$ cat src/rtl/core/kwrfe_pkg.sv
// Shared types and constants for the keyword record field extractor.
package kwrfe_pkg;

  typedef enum logic [2:0] {
    PH_LEAD,
    PH_WORD,
    PH_GAP,
    PH_VALUE,
    PH_SKIP,
    PH_ERROR
  } phase_t;

  typedef enum logic [1:0] {
    KIND_VALUE,
    KIND_RECORD,
    KIND_ERROR
  } kind_t;

  typedef enum logic [1:0] {
    FLD_NAME,
    FLD_ACC,
    FLD_LENG,
    FLD_ALPH
  } field_t;

  typedef enum logic [1:0] {
    ERR_BLANK_LINE,
    ERR_NO_VALUE,
    ERR_FIELD_MISSING,
    ERR_NO_END_MARK
  } err_t;

  localparam logic [7:0] CH_SPACE = 8'h20;
  localparam logic [7:0] CH_NL    = 8'h0A;

  // First words packed as the last four bytes seen, oldest in the top byte
  localparam logic [31:0] W_NAME = 32'h4E41_4D45;
  localparam logic [31:0] W_ACC  = 32'h0041_4343;
  localparam logic [31:0] W_LENG = 32'h4C45_4E47;
  localparam logic [31:0] W_ALPH = 32'h414C_5048;
  localparam logic [31:0] W_END  = 32'h0000_2F2F;

  localparam logic [2:0] WORD_LEN_2   = 3'd2;
  localparam logic [2:0] WORD_LEN_3   = 3'd3;
  localparam logic [2:0] WORD_LEN_4   = 3'd4;
  localparam logic [2:0] WORD_LEN_SAT = 3'd5;

  typedef struct packed {
    kind_t       kind;
    field_t      field_tag;
    logic        first_of_field;
    logic [7:0]  value_byte;
    logic [10:0] name_count;
    logic [4:0]  acc_count;
    logic [3:0]  leng_count;
    logic [3:0]  alph_count;
    logic        overflowed;
    err_t        error_code;
  } res_t;

endpackage

$ cat src/rtl/core/keyword_record_field_extractor_unit.sv
// Keyword record field extractor: top level with input and result registers.
// Takes one text byte per cycle while the result register is not stalled and
// returns at most one result per byte. Each request passes an input register,
// one step of the line parser and a result register; the parser steps on a
// byte, and its result is loaded into the result register, only when that
// register is free. The parser state is updated once per byte, which sets the
// rate at one byte per clock; a stalled result register holds the input
// register, which then stalls the input channel. No clearing pass follows reset.
module keyword_record_field_extractor_unit #(
  parameter int NAME_CAP = 1024,
  parameter int ACC_CAP  = 16,
  parameter int LENG_CAP = 8,
  parameter int ALPH_CAP = 8
) (
  input  logic        clk,
  input  logic        rst_n,
  input  logic        in_valid,
  output logic        in_stall,
  input  logic [7:0]  in_text_byte,
  input  logic        in_stream_end,
  output logic        out_valid,
  input  logic        out_stall,
  output logic [1:0]  out_kind,
  output logic [1:0]  out_field_tag,
  output logic        out_first_of_field,
  output logic [7:0]  out_value_byte,
  output logic [10:0] out_name_count,
  output logic [4:0]  out_acc_count,
  output logic [3:0]  out_leng_count,
  output logic [3:0]  out_alph_count,
  output logic        out_overflowed,
  output logic [1:0]  out_error_code
);

  logic            s1_valid_r, s1_valid_nxt;
  logic [7:0]      s1_byte_r, s1_byte_nxt;
  logic            s1_end_r, s1_end_nxt;
  logic            out_valid_r, out_valid_nxt;
  kwrfe_pkg::res_t out_res_r, out_res_nxt;

  logic            out_free;
  logic            s1_fire;
  logic            core_valid;
  kwrfe_pkg::res_t core_res;

  assign out_free = !out_valid_r || !out_stall;
  assign s1_fire  = s1_valid_r && out_free;
  assign in_stall = s1_valid_r && !out_free;

  kwrfe_core #(
    .NAME_CAP (NAME_CAP),
    .ACC_CAP  (ACC_CAP),
    .LENG_CAP (LENG_CAP),
    .ALPH_CAP (ALPH_CAP)
  ) u_core (
    .clk        (clk),
    .rst_n      (rst_n),
    .step_en    (s1_fire),
    .text_byte  (s1_byte_r),
    .stream_end (s1_end_r),
    .res_valid  (core_valid),
    .res        (core_res)
  );

  always_comb begin
    s1_valid_nxt  = s1_valid_r;
    s1_byte_nxt   = s1_byte_r;
    s1_end_nxt    = s1_end_r;
    out_valid_nxt = out_valid_r;
    out_res_nxt   = out_res_r;
    // Load the next request whenever the input register is free or draining
    if (!in_stall) begin
      s1_valid_nxt = in_valid;
      if (in_valid) begin
        s1_byte_nxt = in_text_byte;
        s1_end_nxt  = in_stream_end;
      end
    end
    if (out_free) begin
      out_valid_nxt = s1_fire && core_valid;
      if (s1_fire && core_valid) out_res_nxt = core_res;
    end
  end

  always_ff @(posedge clk) begin
    if (!rst_n) begin
      s1_valid_r  <= 1'b0;
      out_valid_r <= 1'b0;
    end else begin
      s1_valid_r  <= s1_valid_nxt;
      out_valid_r <= out_valid_nxt;
    end
  end

  always_ff @(posedge clk) begin
    s1_byte_r <= s1_byte_nxt;
    s1_end_r  <= s1_end_nxt;
    out_res_r <= out_res_nxt;
  end

  assign out_valid          = out_valid_r;
  assign out_kind           = out_res_r.kind;
  assign out_field_tag      = out_res_r.field_tag;
  assign out_first_of_field = out_res_r.first_of_field;
  assign out_value_byte     = out_res_r.value_byte;
  assign out_name_count     = out_res_r.name_count;
  assign out_acc_count      = out_res_r.acc_count;
  assign out_leng_count     = out_res_r.leng_count;
  assign out_alph_count     = out_res_r.alph_count;
  assign out_overflowed     = out_res_r.overflowed;
  assign out_error_code     = out_res_r.error_code;

  a_hold_on_stall: assert property (@(posedge clk) disable iff (!rst_n)
    s1_valid_r && out_valid_r && out_stall |=> s1_valid_r && $stable(s1_byte_r) &&
    $stable(s1_end_r))
    else $error("pending request lost while results stalled");

  a_result_registered: assert property (@(posedge clk) disable iff (!rst_n)
    s1_fire && core_valid |=> out_valid_r && out_res_r == $past(core_res))
    else $error("parser result not captured");

  a_out_hold: assert property (@(posedge clk) disable iff (!rst_n)
    out_valid_r && out_stall |=> out_valid_r && $stable(out_res_r))
    else $error("stalled result changed");

endmodule

$ cat src/rtl/core/kwrfe_core.sv
// Line parser state and per-byte step logic for the keyword record field extractor.
module kwrfe_core #(
  parameter int NAME_CAP = 1024,
  parameter int ACC_CAP  = 16,
  parameter int LENG_CAP = 8,
  parameter int ALPH_CAP = 8
) (
  input  logic             clk,
  input  logic             rst_n,
  input  logic             step_en,
  input  logic [7:0]       text_byte,
  input  logic             stream_end,
  output logic             res_valid,
  output kwrfe_pkg::res_t  res
);

  localparam int NLW = $clog2(NAME_CAP + 1);
  localparam int ALW = $clog2(ACC_CAP + 1);
  localparam int LLW = $clog2(LENG_CAP + 1);
  localparam int PLW = $clog2(ALPH_CAP + 1);

  kwrfe_pkg::phase_t phase_r, phase_nxt;
  logic [31:0]       chars_r, chars_nxt;
  logic [2:0]        count_r, count_nxt;
  kwrfe_pkg::field_t field_r, field_nxt;
  logic [NLW-1:0]    name_len_r, name_len_nxt;
  logic [ALW-1:0]    acc_len_r, acc_len_nxt;
  logic [LLW-1:0]    leng_len_r, leng_len_nxt;
  logic [PLW-1:0]    alph_len_r, alph_len_nxt;
  logic              cut_r, cut_nxt;
  logic              last_end_r, last_end_nxt;

  logic              is_name, is_acc, is_leng, is_alph, is_end;
  logic              is_sp, is_nl;
  logic              store_en, store_first;
  kwrfe_pkg::field_t kw_field;

  assign is_sp   = (text_byte == kwrfe_pkg::CH_SPACE);
  assign is_nl   = (text_byte == kwrfe_pkg::CH_NL);
  assign is_name = (count_r == kwrfe_pkg::WORD_LEN_4) && (chars_r == kwrfe_pkg::W_NAME);
  assign is_acc  = (count_r == kwrfe_pkg::WORD_LEN_3) && (chars_r == kwrfe_pkg::W_ACC);
  assign is_leng = (count_r == kwrfe_pkg::WORD_LEN_4) && (chars_r == kwrfe_pkg::W_LENG);
  assign is_alph = (count_r == kwrfe_pkg::WORD_LEN_4) && (chars_r == kwrfe_pkg::W_ALPH);
  assign is_end  = (count_r == kwrfe_pkg::WORD_LEN_2) && (chars_r == kwrfe_pkg::W_END);

  always_comb begin
    priority if (is_name) kw_field = kwrfe_pkg::FLD_NAME;
    else if (is_acc)      kw_field = kwrfe_pkg::FLD_ACC;
    else if (is_leng)     kw_field = kwrfe_pkg::FLD_LENG;
    else                  kw_field = kwrfe_pkg::FLD_ALPH;
  end

  always_comb begin
    phase_nxt    = phase_r;
    chars_nxt    = chars_r;
    count_nxt    = count_r;
    field_nxt    = field_r;
    name_len_nxt = name_len_r;
    acc_len_nxt  = acc_len_r;
    leng_len_nxt = leng_len_r;
    alph_len_nxt = alph_len_r;
    cut_nxt      = cut_r;
    last_end_nxt = last_end_r;
    store_en     = 1'b0;
    store_first  = 1'b0;
    res_valid    = 1'b0;
    res          = '0;

    if (step_en && stream_end) begin
      if (phase_r != kwrfe_pkg::PH_ERROR && !last_end_r) begin
        res_valid      = 1'b1;
        res.kind       = kwrfe_pkg::KIND_ERROR;
        res.error_code = kwrfe_pkg::ERR_NO_END_MARK;
      end
      phase_nxt    = kwrfe_pkg::PH_LEAD;
      chars_nxt    = '0;
      count_nxt    = '0;
      field_nxt    = kwrfe_pkg::FLD_NAME;
      name_len_nxt = '0;
      acc_len_nxt  = '0;
      leng_len_nxt = '0;
      alph_len_nxt = '0;
      cut_nxt      = 1'b0;
      last_end_nxt = 1'b0;
    end else if (step_en) begin
      unique case (phase_r)
        kwrfe_pkg::PH_LEAD: begin
          if (is_nl) begin
            res_valid      = 1'b1;
            res.kind       = kwrfe_pkg::KIND_ERROR;
            res.error_code = kwrfe_pkg::ERR_BLANK_LINE;
            phase_nxt      = kwrfe_pkg::PH_ERROR;
          end else if (!is_sp) begin
            last_end_nxt = 1'b0;
            chars_nxt    = {24'h0, text_byte};
            count_nxt    = 3'd1;
            phase_nxt    = kwrfe_pkg::PH_WORD;
          end
        end
        kwrfe_pkg::PH_WORD: begin
          if (!is_sp && !is_nl) begin
            chars_nxt = {chars_r[23:0], text_byte};
            if (count_r < kwrfe_pkg::WORD_LEN_SAT) count_nxt = count_r + 3'd1;
          end else if (is_name || is_acc || is_leng || is_alph) begin
            if (is_nl) begin
              res_valid      = 1'b1;
              res.kind       = kwrfe_pkg::KIND_ERROR;
              res.error_code = kwrfe_pkg::ERR_NO_VALUE;
              phase_nxt      = kwrfe_pkg::PH_ERROR;
            end else begin
              field_nxt = kw_field;
              phase_nxt = kwrfe_pkg::PH_GAP;
            end
          end else begin
            phase_nxt = is_nl ? kwrfe_pkg::PH_LEAD : kwrfe_pkg::PH_SKIP;
            if (is_end) begin
              last_end_nxt = 1'b1;
              res_valid    = 1'b1;
              if (name_len_r == '0 || acc_len_r == '0 || leng_len_r == '0 ||
                  alph_len_r == '0) begin
                res.kind       = kwrfe_pkg::KIND_ERROR;
                res.error_code = kwrfe_pkg::ERR_FIELD_MISSING;
                phase_nxt      = kwrfe_pkg::PH_ERROR;
              end else begin
                res.kind       = kwrfe_pkg::KIND_RECORD;
                res.name_count = 11'(name_len_r);
                res.acc_count  = 5'(acc_len_r);
                res.leng_count = 4'(leng_len_r);
                res.alph_count = 4'(alph_len_r);
                res.overflowed = cut_r;
                name_len_nxt   = '0;
                acc_len_nxt    = '0;
                leng_len_nxt   = '0;
                alph_len_nxt   = '0;
                cut_nxt        = 1'b0;
              end
            end
          end
        end
        kwrfe_pkg::PH_GAP: begin
          if (is_nl) begin
            res_valid      = 1'b1;
            res.kind       = kwrfe_pkg::KIND_ERROR;
            res.error_code = kwrfe_pkg::ERR_NO_VALUE;
            phase_nxt      = kwrfe_pkg::PH_ERROR;
          end else if (!is_sp) begin
            phase_nxt   = kwrfe_pkg::PH_VALUE;
            store_en    = 1'b1;
            store_first = 1'b1;
          end
        end
        kwrfe_pkg::PH_VALUE: begin
          if (is_nl) phase_nxt = kwrfe_pkg::PH_LEAD;
          else store_en = 1'b1;
        end
        kwrfe_pkg::PH_SKIP: begin
          if (is_nl) phase_nxt = kwrfe_pkg::PH_LEAD;
        end
        kwrfe_pkg::PH_ERROR: begin
        end
        default: begin
          phase_nxt = kwrfe_pkg::PH_ERROR;
        end
      endcase

      // Append the value byte, or drop it and flag the cut once the field is full
      if (store_en) begin
        res.kind           = kwrfe_pkg::KIND_VALUE;
        res.field_tag      = field_r;
        res.first_of_field = store_first;
        res.value_byte     = text_byte;
        unique case (field_r)
          kwrfe_pkg::FLD_NAME: begin
            if (!store_first && name_len_r >= NLW'(NAME_CAP)) cut_nxt = 1'b1;
            else begin
              res_valid    = 1'b1;
              name_len_nxt = store_first ? NLW'(1) : name_len_r + NLW'(1);
            end
          end
          kwrfe_pkg::FLD_ACC: begin
            if (!store_first && acc_len_r >= ALW'(ACC_CAP)) cut_nxt = 1'b1;
            else begin
              res_valid   = 1'b1;
              acc_len_nxt = store_first ? ALW'(1) : acc_len_r + ALW'(1);
            end
          end
          kwrfe_pkg::FLD_LENG: begin
            if (!store_first && leng_len_r >= LLW'(LENG_CAP)) cut_nxt = 1'b1;
            else begin
              res_valid    = 1'b1;
              leng_len_nxt = store_first ? LLW'(1) : leng_len_r + LLW'(1);
            end
          end
          kwrfe_pkg::FLD_ALPH: begin
            if (!store_first && alph_len_r >= PLW'(ALPH_CAP)) cut_nxt = 1'b1;
            else begin
              res_valid    = 1'b1;
              alph_len_nxt = store_first ? PLW'(1) : alph_len_r + PLW'(1);
            end
          end
        endcase
      end
    end
  end

  always_ff @(posedge clk) begin
    if (!rst_n) begin
      phase_r    <= kwrfe_pkg::PH_LEAD;
      chars_r    <= '0;
      count_r    <= '0;
      field_r    <= kwrfe_pkg::FLD_NAME;
      name_len_r <= '0;
      acc_len_r  <= '0;
      leng_len_r <= '0;
      alph_len_r <= '0;
      cut_r      <= 1'b0;
      last_end_r <= 1'b0;
    end else begin
      phase_r    <= phase_nxt;
      chars_r    <= chars_nxt;
      count_r    <= count_nxt;
      field_r    <= field_nxt;
      name_len_r <= name_len_nxt;
      acc_len_r  <= acc_len_nxt;
      leng_len_r <= leng_len_nxt;
      alph_len_r <= alph_len_nxt;
      cut_r      <= cut_nxt;
      last_end_r <= last_end_nxt;
    end
  end

  a_len_in_cap: assert property (@(posedge clk) disable iff (!rst_n)
    name_len_r <= NLW'(NAME_CAP) && acc_len_r <= ALW'(ACC_CAP) &&
    leng_len_r <= LLW'(LENG_CAP) && alph_len_r <= PLW'(ALPH_CAP))
    else $error("field length above its capacity");

  a_end_clears: assert property (@(posedge clk) disable iff (!rst_n)
    step_en && stream_end |=> phase_r == kwrfe_pkg::PH_LEAD && !last_end_r &&
    !cut_r && name_len_r == '0 && acc_len_r == '0)
    else $error("state not cleared after end of stream");

  a_error_silent: assert property (@(posedge clk) disable iff (!rst_n)
    step_en && !stream_end && phase_r == kwrfe_pkg::PH_ERROR |-> !res_valid)
    else $error("result produced while in sticky error");

endmodule
$ cat config.mk
export PLATFORM = sky130hd
export DESIGN_NAME = keyword_record_field_extractor_unit
export DESIGN_NICKNAME = d
export VERILOG_FILES = /design/src/rtl/core/kwrfe_pkg.sv /design/src/rtl/core/keyword_record_field_extractor_unit.sv /design/src/rtl/core/kwrfe_core.sv
export SDC_FILE = /design/constraint.sdc
export NUM_CORES = 1
export LEC_CHECK = 0
export ABC_AREA = 1
export ABC_CLOCK_PERIOD_IN_PS = 3000
export BUFFER_PORTS_ARGS = -buffer_cell sky130_fd_sc_hd__buf_2
export CAP_MARGIN = 20
export CORE_UTILIZATION = 54
export DETAILED_ROUTE_END_ITERATION = 16
export PLACE_DENSITY_LB_ADDON = 0.05
export SYNTH_ARGS = -nofsm -noshare
export SYNTH_HDL_FRONTEND = slang
export SYNTH_SLANG_ARGS = --single-unit
$ cat constraint.sdc
create_clock -name clk -period 3 [get_ports clk]
set_clock_uncertainty 0.05 [all_clocks]
set_input_delay 0.6 -clock clk [delete_from_list [all_inputs] [get_ports clk]]
set_output_delay 0.6 -clock clk [all_outputs]
set_load 0.02 [all_outputs]
### After elaboration in Yosys (flattened, before gate mapping)

Index checks and enable logic that the tools add are counted.
W data, S select, Z words.

* register bits: 117
* bits in latches: 0
* bits in writable memories: 0
* ROM bits: 0
* output and inout port bits: 42
* word-level logic and storage cells: 240
* memories kept: 0

* add/sub/neg operators: 5
* multiply operators: 0
* divide/modulo/power cells: 0
* $lt $le $gt $ge: 5
* eq/ne operators: 29
* shift-type cells: 0
* mux-type cells: 120
* bitwise logic cells: 9
* reduce and logical (&&, ||, !) cells: 48

Operators with widths (number)
* $mux W11: 9
* $eq A32 B31 Y1 const B: 3
* $mux W32: 3
* $mux W25: 3
* $mux W4: 18
* $pmux W32 S2: 1
* $mux W27: 2
* $mux W5: 9
* $mux W3: 14
* $mux W40: 1
* $mux W1: 37
* $eq A32 B14 Y1 const B: 1
* $eq A32 B23 Y1 const B: 1
* $mux W2: 13
* $logic_and A1 B1 Y1: 15
* $pmux W3 S5: 1
* $mux W13: 1
* $eq A3 B2 Y1 const B: 4
* $reduce_and A6 Y1: 2
* $add A11 B1 Y11 const B: 1
* $ge A11 B11 Y1 const B: 1
* $logic_not A11 Y1: 1
* $reduce_and A5 Y1: 2
* $eq A3 B3 Y1 const B: 3
* other kinds (31): 70

### Longest topological paths before layout

Gate-level depths: netlist (run 1).

* word-level depth: 15
* mapped depth: 17
* gate-level depth less buffers: 17

### Hierarchy

From an unflattened synthesis (run 1), not the netlist that was laid out.

* cell total of the unflattened synthesis: 836
* area, all modules: 6213.5 µm²

By module, submodules not included
* kwrfe_core: times used 1, cells an instance 770, area an instance 4638.2 µm², sequential area each 1321.3 µm²
* keyword_record_field_extractor_unit: times used 1, cells an instance 66, area an instance 1575.3 µm², sequential area each 1511.4 µm²

### Least setup slack after synthesis (run 1)

No wires, ideal clock.

* kind: register -> register
* from: register s1_byte_r[4]
* to: register out_res_r (netlist bit out_acc_count[0]) (enable)
* data arrival time: 2.373 ns
* slack: -0.057 ns
* stages on the path, launching flop included: 12
* buffers on the path: 1
* clock period less this slack: 3.057 ns
* path through: edfxtp_1 -> nor2_1 -> nand2_1 -> nor3_2 -> nand2_2 -> nand3b_4 -> nand2_1 -> nand2_1 -> buf_2 -> nor2_1 -> nand3_1 -> nand3_1

* cells in the longest elaborated chain, start to end: 15

RTL lines
* start, declared: RTL line keyword_record_field_extractor_unit.sv:36 `logic [7:0] s1_byte_r, s1_byte_nxt;`
* start signal, assigned: RTL line keyword_record_field_extractor_unit.sv:96 `s1_byte_r <= s1_byte_nxt;`
* $eq A8 B6 Y1: RTL line kwrfe_core.sv:38 `assign is_sp = (text_byte == kwrfe_pkg::CH_SPACE);`
* $mux W1: RTL line kwrfe_core.sv:146 `end else if (!is_sp) begin`
* $mux W1: RTL line kwrfe_core.sv:141 `if (is_nl) begin`
* $mux W1: RTL line kwrfe_core.sv:86 `unique case (phase_r)`
* $mux W1: RTL line kwrfe_core.sv:85 `end else if (step_en) begin`
* $mux W1: RTL line kwrfe_core.sv:69 `if (step_en && stream_end) begin`
* $logic_not A1 Y1
* $logic_and A1 B1 Y1, on equally long branches
* $mux W1, on equally long branches
* $pmux W1 S4: RTL line kwrfe_core.sv:172 `unique case (field_r)`
* $mux W1 *: RTL line kwrfe_core.sv:167 `if (store_en) begin`
* $mux W1 *: RTL line kwrfe_core.sv:85
* $mux W1 *: RTL line kwrfe_core.sv:69
* $logic_and A1 B1 Y1 *: RTL line keyword_record_field_extractor_unit.sv:81 `if (s1_fire && core_valid) out_res_nxt = core_res;`
* $reduce_and A2 Y1 (no line) *
* end signal, assigned: RTL line keyword_record_field_extractor_unit.sv:98 `out_res_r <= out_res_nxt;`
* end, declared: RTL line keyword_record_field_extractor_unit.sv:39 `kwrfe_pkg::res_t out_res_r, out_res_nxt;`

Every way passes the cells marked *; elsewhere a longest branch is shown, timed or not. The select of a mux whose other input is x is not followed.
A chain may end at the register's enable or synchronous reset.

### Worst setup path after layout (run 1)

* from: register s1_byte_r[3]
* to: register out_res_r (netlist bit out_name_count[3]) (enable)

Same word-level chain as after synthesis.

==> metrics.txt, run 1 <==
non-filler cells, final 1036; Cell Rows 38; status finished, final reports clean; Placed Cells 1004; worst slew pin tran approximately 0.55 ns; Post-synth EDFFs slightly below 50; Port Buffers 54; Hold Vio Cnt, Final 0; TritonCTS clock tree done; Leak 2.98 nW; max-slew headroom at the worst pin 63.1%; Initial DRT Pass Iterations 5; area leader, netlist edfxtp_1; wire per inst 15.6 um; Mapped Area about 6200 sq um; Tmin final around 2.7 ns; number of global-route vias before repair about 5400; H-tree depth reported by CTS 4; Avg Cell Area, Syn about 7.5 sq um; nets@finish a little over 900; met1 Usage GRT ~40%; GRT Max-Usage Layer met2; first-pass GRT wire length between 20000 and 30000 um; met2 usage between 40% and 50%; Min-Delay Path Class input port to flop; Setup crit end kind flop; GR Util met3 6.58%; syn nets 850; most common cell in the netlist nand2_1; GRT Residual Overflow 0; DRT iter0 DRCs about 500; Pwr Density around 570 nW/um^2; Setup Fix Bufs, Post-CTS 0; I/O pins 55; Die Ht around 110 um; crit path launch type flop; fmax approximately 370 MHz; CTS root buffer clkbuf_16; Worst EP required 3.01 ns; maximum capacitance violations 0; Final Setup Violations 0; RSZ-0062 raised after global routing false; gr usage total between 20% and 30%; Max rail drop VDD between 500 and 600 uV; async set-reset flop share out of synthesis 0%; Worst-Skew Late Latency between 0.4 and 0.5 ns; Fill cells between 900 and 1000; Layout area overhead 16.5%; CP arrival about 2.7 ns; Top FF cell, synth dfxtp_1; ant diodes 0; Tot Pwr just over 4 mW; FF/Latch Area between 2000 and 3000 sq um; Post-Synthesis Cells just over 800; #FFs+latches synth 117; die footprint 11900 sq um; fraction of layout cells with a size suffix above 1 between 10% and 20%; Routed Antenna Nets 0; Slew Limit Fails 0; Setup TNS 0 ns; vias per cell ~5.6; # DRC 0; period utilisation layout between 90% and 100%; final WL approximately 16000 um; initial antenna violation count 0; CP Max Fanout 40; yosys warns 0; Synth cell types 39; Resized cells post-CTS 0; Max Buffers Root-to-Sink 2; DR vias around 5800; Seq/Total Area, Yosys a little under half; Commonest cells post-synth nand2_1, inv_1, nor2_1; cts hold-fix bufs 0; post-synth top area share a little under a quarter; clock sinks 117; CP Class flop to flop; chip width roughly 110 um; post-detail-place hpwl ~12000 um; clock transition at the registers of the reported paths about 0.05 ns; TritonCTS Buffers 17; Multi-input gate area about 2800 sq um; Initial Util between 50 and 60%; largest net degree at the start of global routing 49; GP Congestion 0.996; Core ar. around 11000 sq um; dominant cells by area after synthesis edfxtp_1, dfxtp_1, nand2_1, nand3_1, inv_1
==> placed cells by master, fill, tap and decap left out, drive strengths merged, types with 12 or more instances in the layout <==
master and count:
clkbuf 18, dfxtp 68, nor2 120, a21oi 68, buf 63, o21ai 30
nand3 97, nand2 157, inv 121, ha 12, nand4 23, nor3 24
edfxtp 49
==> worst max-delay path, stage by stage (launching register included) <==
cell and delay (ns):
edfxtp_1 0.40, inv_1 0.14, nor3_1 0.07, nand2_2 0.19, nand3b_4 0.28, nand2_1 0.28
nand2_1 0.10, nor2_1 0.15, nand3_1 0.14, nand3_2 0.10, buf_4 0.44
==> report_power, final <==
group,switching (mW),leakage (nW),internal (mW)
Combinational,0.147,1.59,0.0502
Sequential,0.0267,1.08,1.68
Clock,0.737,0.306,1.46
Total,0.910,2.98,3.20
==> sequential cells by signal, indices dropped and copies added, names as in the netlist, 2 cells and up <==
register           flops
out_acc_count          5
out_alph_count         4
out_error_code         2
out_field_tag          2
out_kind               2
out_leng_count         4
out_name_count        11
out_value_byte         8
s1_byte_r              8
u_core.acc_len_r       5
u_core.alph_len_r      4
u_core.chars_r        32
u_core.count_r         3
u_core.field_r         2
u_core.leng_len_r      4
u_core.name_len_r     11
u_core.phase_r         3
==> cell families (layout without fill, tap and decap cells) <==
group                    Yosys count  in the layout  share of synthesized area (%)
adder cells (fa/ha/maj)           12             12                           2.42
XOR/XNOR                           6              6                          0.846
AND/OR/NAND/NOR                  433            433                           32.2
buffers and inverters            145            216                           9.39
AO/OA/AOI/OAI                    112            112                           9.57
flip-flops                       117            117                           45.6
==> layer usage <==
layer  vias up  share of wire (%)
met5         -                  0
met4         0                1.7
met3        25                7.2
met2       222                 46
met1      2764                 45
li1       2838                  -
==> metrics by stage <==
stage                     worst slack, ns  util [%]  cell area [sq um]  hold WS [ns]
after floorplan                     0.437         -               6220         0.393
after global placement              0.417      59.9               6600         0.409
after detailed placement            0.335      59.9               6600         0.410
after CTS                           0.319      65.6               7240         0.290
after global routing               0.0777      65.6               7240         0.281
final                               0.286      65.6               7240         0.297
==> layout make-up <==
cell class,instances,share of cell area (%)
Sequential cell,117,39.1
Inverter,121,6.31
Multi-Input combinational cell,563,38.7
Clock buffer,18,5.93
Clock inverter,14,2.85
Tap cell,140,2.42
Timing Repair Buffer,63,4.67
==> path summary, 6_finish.rpt <==
kind	startpoint	endpoint	slack [ns]	depth (start not counted)
setup / recovery	s1_byte_r[3]	out_name_count[3]	0.29	10
setup reg to reg	s1_byte_r[3]	out_name_count[3]	0.29	10
hold / removal	in_text_byte[6]	s1_byte_r[6]	0.30	1
hold reg to reg	u_core.cut_r	u_core.cut_r	0.42	2
(Power assumes the default switching activity.)
==> inputs of run 2 (changes only) <==
--- a/config.mk
+++ b/config.mk
@@ -9,9 +9,11 @@
 export ABC_CLOCK_PERIOD_IN_PS = 3000
 export BUFFER_PORTS_ARGS = -buffer_cell sky130_fd_sc_hd__buf_2
 export CAP_MARGIN = 20
+export CORE_ASPECT_RATIO = 1.1
 export CORE_UTILIZATION = 54
 export DETAILED_ROUTE_END_ITERATION = 16
 export PLACE_DENSITY_LB_ADDON = 0.05
+export SLEW_MARGIN = 20
 export SYNTH_ARGS = -nofsm -noshare
 export SYNTH_HDL_FRONTEND = slang
 export SYNTH_SLANG_ARGS = --single-unit
==> metrics.txt, run 2 (same netlist as run 1, synthesis figures left out) <==
Net Switching 0.826 mW (-9.2%); number of global-route vias before repair 5296 (-1.4%); Layout area overhead 15.1%; clock share of power 49.0% (-4.6 points); hold depth 1 (unchanged); nets@finish 907 (-0.11%); initial antenna violation count 0 (unchanged); fmax 382 MHz (+3.6%); cts hold-fix bufs 0 (unchanged); Max rail drop VDD 463 uV (-8.2%); RSZ-0062 raised after global routing false; Initial DRT Pass Iterations 5 (unchanged); crit path launch type flop; Worst EP required 3.07 ns (+0.06 ns); wire per inst 14.2 um (-8.8%); CP arrival 2.69 ns (-0.04 ns); Max Buffers Root-to-Sink 2 (unchanged); Largest Register u_core.chars_r; setup ws final 0.381 ns (+0.0950 ns); die footprint 11900 sq um (about the same); maximum capacitance violations 0 (unchanged); Int Pwr 2.90 mW (-9.2%); Core ar. 11100 sq um (+0.27%); largest net degree at the start of global routing 49 (unchanged); ant diodes 0 (unchanged); commonest non-fill, non-tap cell in the layout nand2_1; Die Ht 114 um (+4.8%); Tot Pwr 3.73 mW (-9.2%); CP Max Fanout 29 (-28%); Cell Rows 40 (+5.3%); status finished, final reports clean; vias per cell 5.44 (-3.7%); Gate power share 5.1% (+0.3 points); TritonCTS Buffers 17 (unchanged); chip width 104 um (-4.6%); Setup TNS 0 ns (unchanged); worst r2r path cells 9 (-1); Worst-Skew Late Latency 0.42 ns (about the same); Setup crit end kind flop; Port Buffers 54 (unchanged); R2R Setup Slk 0.38 ns (+0.10 ns); worst slew pin tran 0.554 ns (+0.00169 ns); # DRC 0 (unchanged); Final Setup Violations 0 (unchanged); Reg-to-Reg End out_name_count[2]; period utilisation layout 87.3% (-3.2 points); most frequent cells in the layout nand2_1, inv_1, nor2_1, nand3_1, dfxtp_1; Initial Util 56.2% (-0.15 points); Slew Limit Fails 0 (unchanged); CTS root buffer clkbuf_16; Pwr Density 522 nW/um^2 (-8.1%); Setup Fix Bufs, Post-CTS 0 (unchanged); fraction of layout cells with a size suffix above 1 14.3% (-0.88 points); CP Class flop to flop; H-tree depth reported by CTS 4 (unchanged); worst hold endpoint s1_byte_r[0]; first-pass GRT wire length 24300 um (-7.8%); switching share of power 22.1% (about the same); max FFs per register 32 (unchanged); TritonCTS clock tree done; GRT Residual Overflow 0 (unchanged); Leak 2.94 nW (-1.5%); DRT iter0 DRCs 274 (-45%); DR vias 5665 (-3.1%); I/O pins 55 (unchanged); clock transition at the registers of the reported paths 0.05 ns (about the same); Hold Vio Cnt, Final 0 (unchanged); post-detail-place hpwl 10900 um (-6.3%); clock sinks 117 (unchanged); DP Worst Slack 0.331 ns (-0.00377 ns); Final Core Density 64.6% (-0.98 points); Hold Path Origin in_text_byte[0]; sequential power share 45.8% (+4.2 points); GP Congestion 0.930 (-6.6%); Resized cells post-CTS 0 (unchanged); gr usage total 26.0% (-3.2 points); final WL 14800 um (-8.3%); Tmin final 2.62 ns (-0.0950 ns); Routed Antenna Nets 0 (unchanged); max-slew headroom at the worst pin 63.0% (-0.072 points); worst reg2reg path startpoint s1_byte_r[5]; Min-Delay Path Class input port to flop
## run 2: cell type report
class	count	area, sq um
Inverter	121	457
Fill cell	968	3910
Clock buffer	26	479
Tap cell	147	184
Clock inverter	6	53.8
Sequential cell	117	2830
Timing Repair Buffer	62	343
Multi-Input combinational cell	563	2800
## run 2: per-layer routing
metal  track usage, %  part of all wire (%)  up-vias
met4             14.6                   3.3        0
li1                 -                     -     2839
met1             29.1                    41     2641
met3             6.26                   4.9       33
met2             45.8                    50      152
met5                0                     0        -
## run 2: worst max-delay path by stage
stage | startpoint | end | slack [ns] | depth (start not counted)
2_1_floorplan | s1_byte_r[4] | out_acc_count[0] | 0.44 | 11
3_3_place_gp | out_stall | out_name_count[1] | 0.39 | 9
3_5_place_dp | out_stall | out_name_count[1] | 0.33 | 9
4_1_cts | s1_byte_r[5] | out_name_count[6] | 0.39 | 9
5_1_grt | s1_byte_r[5] | out_name_count[3] | 0.17 | 9
6_report | s1_byte_r[5] | out_name_count[2] | 0.38 | 9
## run 2: power by group through the flow
stage	Clock [mW]	Combinational (mW)	Sequential (mW)
after floorplan	0	0.130	1.74
after global placement	0	0.186	1.74
after detailed placement	0	0.190	1.74
after CTS	1.85	0.190	1.71
after global routing	1.92	0.213	1.71
final	1.83	0.191	1.71
## run 2: metrics by stage
stage	instances	hold slack [ns]	area, sq um
2_1_floorplan	825	0.393	6220
3_3_place_gp	1010	0.404	6620
3_5_place_dp	1010	0.415	6620
4_1_cts	1042	0.295	7150
5_1_grt	1042	0.294	7150
6_report	1042	0.303	7150
## run 2: critical path, stage by stage (launching register included)
cell,delay (ns)
edfxtp_1,0.45
nand4_1,0.13
or2_1,0.21
nand3b_4,0.28
nand2_1,0.26
nand2_1,0.09
nor2_1,0.15
nand3_1,0.16
nand3_2,0.29
buf_12,0.24
==> inputs of run 3 (changes only) <==
--- a/config.mk
+++ b/config.mk
@@ -13,6 +13,7 @@
 export CORE_UTILIZATION = 54
 export DETAILED_ROUTE_END_ITERATION = 16
 export PLACE_DENSITY_LB_ADDON = 0.05
+export REMOVE_ABC_BUFFERS = 1
 export SLEW_MARGIN = 20
 export SYNTH_ARGS = -nofsm -noshare
 export SYNTH_HDL_FRONTEND = slang
==> metrics.txt, run 3 (same netlist as run 1, synthesis figures left out) <==
worst hold endpoint s1_end_r; Min-Delay Path Class input port to flop; Final Core Density 65.7% (+1.1 points); number of global-route vias before repair 5575 (+5.3%); Worst-Skew Late Latency 0.43 ns (about the same); R2R Setup Slk 0.29 ns (-0.09 ns); Resized cells post-CTS 0 (unchanged); largest net degree at the start of global routing 41 (-16%); Initial Util 56.2% (unchanged); CP arrival 2.93 ns (+0.24 ns); setup ws final 0.288 ns (-0.0934 ns); hold depth 1 (unchanged); TritonCTS Buffers 17 (unchanged); Final Setup Violations 0 (unchanged); Largest Register u_core.chars_r; Hold Path Origin in_stream_end; cts hold-fix bufs 0 (unchanged); chip width 104 um (unchanged); Hold Vio Cnt, Final 0 (unchanged); Setup Fix Bufs, Post-CTS 0 (unchanged); Reg-to-Reg End out_alph_count[2]; period utilisation layout 90.4% (+3.1 points); post-detail-place hpwl 12200 um (+13%); commonest non-fill, non-tap cell in the layout nand2_1; crit path max-delay cell type dfxtp_1; Slew Limit Fails 0 (unchanged); Cell Rows 40 (unchanged); I/O pins 55 (unchanged); most frequent cells in the layout nand2_1, inv_1, nor2_1, nand3_1, dfxtp_1; worst slew pin tran 0.591 ns (+0.0368 ns); Setup TNS 0 ns (unchanged); Max rail drop VDD 422 uV (-8.8%); Leak 2.99 nW (+1.9%); worst-path cell chain inv_1 > ha_1 > nand2_1 > inv_1 > nand3_1 > nor2_1 > nand3_1 > nand2_1 > nor2_1 > nand3_2 > inv_4 > nand3_4 > nor2_1; GRT Residual Overflow 0 (unchanged); Initial DRT Pass Iterations 5 (unchanged); clock sinks 117 (unchanged); DRT iter0 DRCs 367 (+34%); Layout area overhead 17.0%; status finished, final reports clean; metal2 WL 8710 um (+17%); CTS root buffer clkbuf_16; delay-heaviest family, CP simple AND/OR/NAND/NOR gates; Largest stage delay, worst path 0.38 ns (-0.07 ns); Setup crit end kind flop; Core ar. 11100 sq um (unchanged); Fill cells 994 (+2.7%); gr usage total 29.5% (+3.5 points); TritonCTS clock tree done; DR vias 5832 (+2.9%); CP Max Fanout 25 (-14%); Tmin final 2.71 ns (+0.0934 ns); clock transition at the registers of the reported paths 0.06 ns (about the same); wire per inst 16.1 um (+13%); fraction of layout cells with a size suffix above 1 15.4% (+1.1 points); max FFs per register 32 (unchanged); vias per cell 5.59 (+2.8%); Pwr Density 559 nW/um^2 (+7.1%); die footprint 11900 sq um (unchanged); worst reg2reg path startpoint u_core.count_r[0]; RSZ-0062 raised after global routing false; nets@finish 909 (+0.22%); maximum capacitance violations 0 (unchanged); met3 WL post-DR 770 um (+5.9%); initial antenna violation count 0 (unchanged); Die Ht 114 um (unchanged); Max Buffers Root-to-Sink 2 (unchanged); worst r2r path cells 13 (+4); crit path launch type flop; Tot Pwr 4.06 mW (+8.8%); Port Buffers 54 (unchanged); cell repeated most along the worst path nor2_1; Worst EP required 3.22 ns (+0.15 ns); top layer in use met4; H-tree depth reported by CTS 4 (unchanged); max-slew headroom at the worst pin 60.5% (-2.5 points); first-pass GRT wire length 27000 um (+11%); Routed Antenna Nets 0 (unchanged); # DRC 0 (unchanged); GP Congestion 0.985 (+5.9%); final WL 16800 um (+14%); WP buf/inv 3 (+2); fmax 369 MHz (-3.4%); ant diodes 0 (unchanged); CP Class flop to flop; Metal-1 WL 6580 um (+7.5%); DP Worst Slack 0.342 ns (+0.0115 ns)
[run 3: changes by cell type in the layout (fill, tap and decap cells not counted)]
cell	change
clkinvlp_4	+1
clkbuf_8	-1
bufinv_16	+2
inv_4	+1
buf_4	+2
inv_6	+1
clkbuf_16	+1
clkinv_1	-1
clkbuf_1	-7
clkinv_4	+6
clkinv_2	-3
[run 3: area by class of cell]
class	count	area (sq um)	area share, %
well taps	147	184	2.53
clock inverters	13	170	2.34
multi-input cells	563	2800	38.5
clock buffers	19	464	6.39
flip-flops and latches	117	2830	39.0
inverters	121	457	6.29
repair buffers	64	358	4.93
[run 3: report_power, final]
part | switching, mW | internal, mW
Combinational | 0.148 | 0.0543
Sequential | 0.0279 | 1.68
Clock | 0.763 | 1.38
Total | 0.939 | 3.12
[run 3: layer usage]
metal / track usage [%] / vias to the layer above
li1: - / 2849
met1: 30.6 / 2754
met3: 6.60 / 59
met4: 18.6 / 0
met2: 54.3 / 170
met5: 0 / -
[run 3: stage by stage]
step | cell area [sq um] | hold slack [ns] | cells
global route | 7270 | 0.285 | 1044
CTS | 7270 | 0.288 | 1044
global placement | 6630 | 0.412 | 1012
detailed placement | 6630 | 0.407 | 1012
finish | 7270 | 0.298 | 1044
floorplan | 6080 | 0.395 | 801
[run 3: worst max-delay path by stage]
stage	start	end	slack, ns	cells after the start
after global routing	u_core.count_r[0]	out_alph_count[2]	0.02	13
final	u_core.count_r[0]	out_alph_count[2]	0.29	13
after floorplan	out_stall	out_acc_count[0]	-0.30	7
after global placement	s1_byte_r[1]	out_value_byte[2]	0.44	10
after detailed placement	u_core.count_r[0]	out_name_count[8]	0.34	13
after CTS	u_core.count_r[0]	out_alph_count[2]	0.32	13
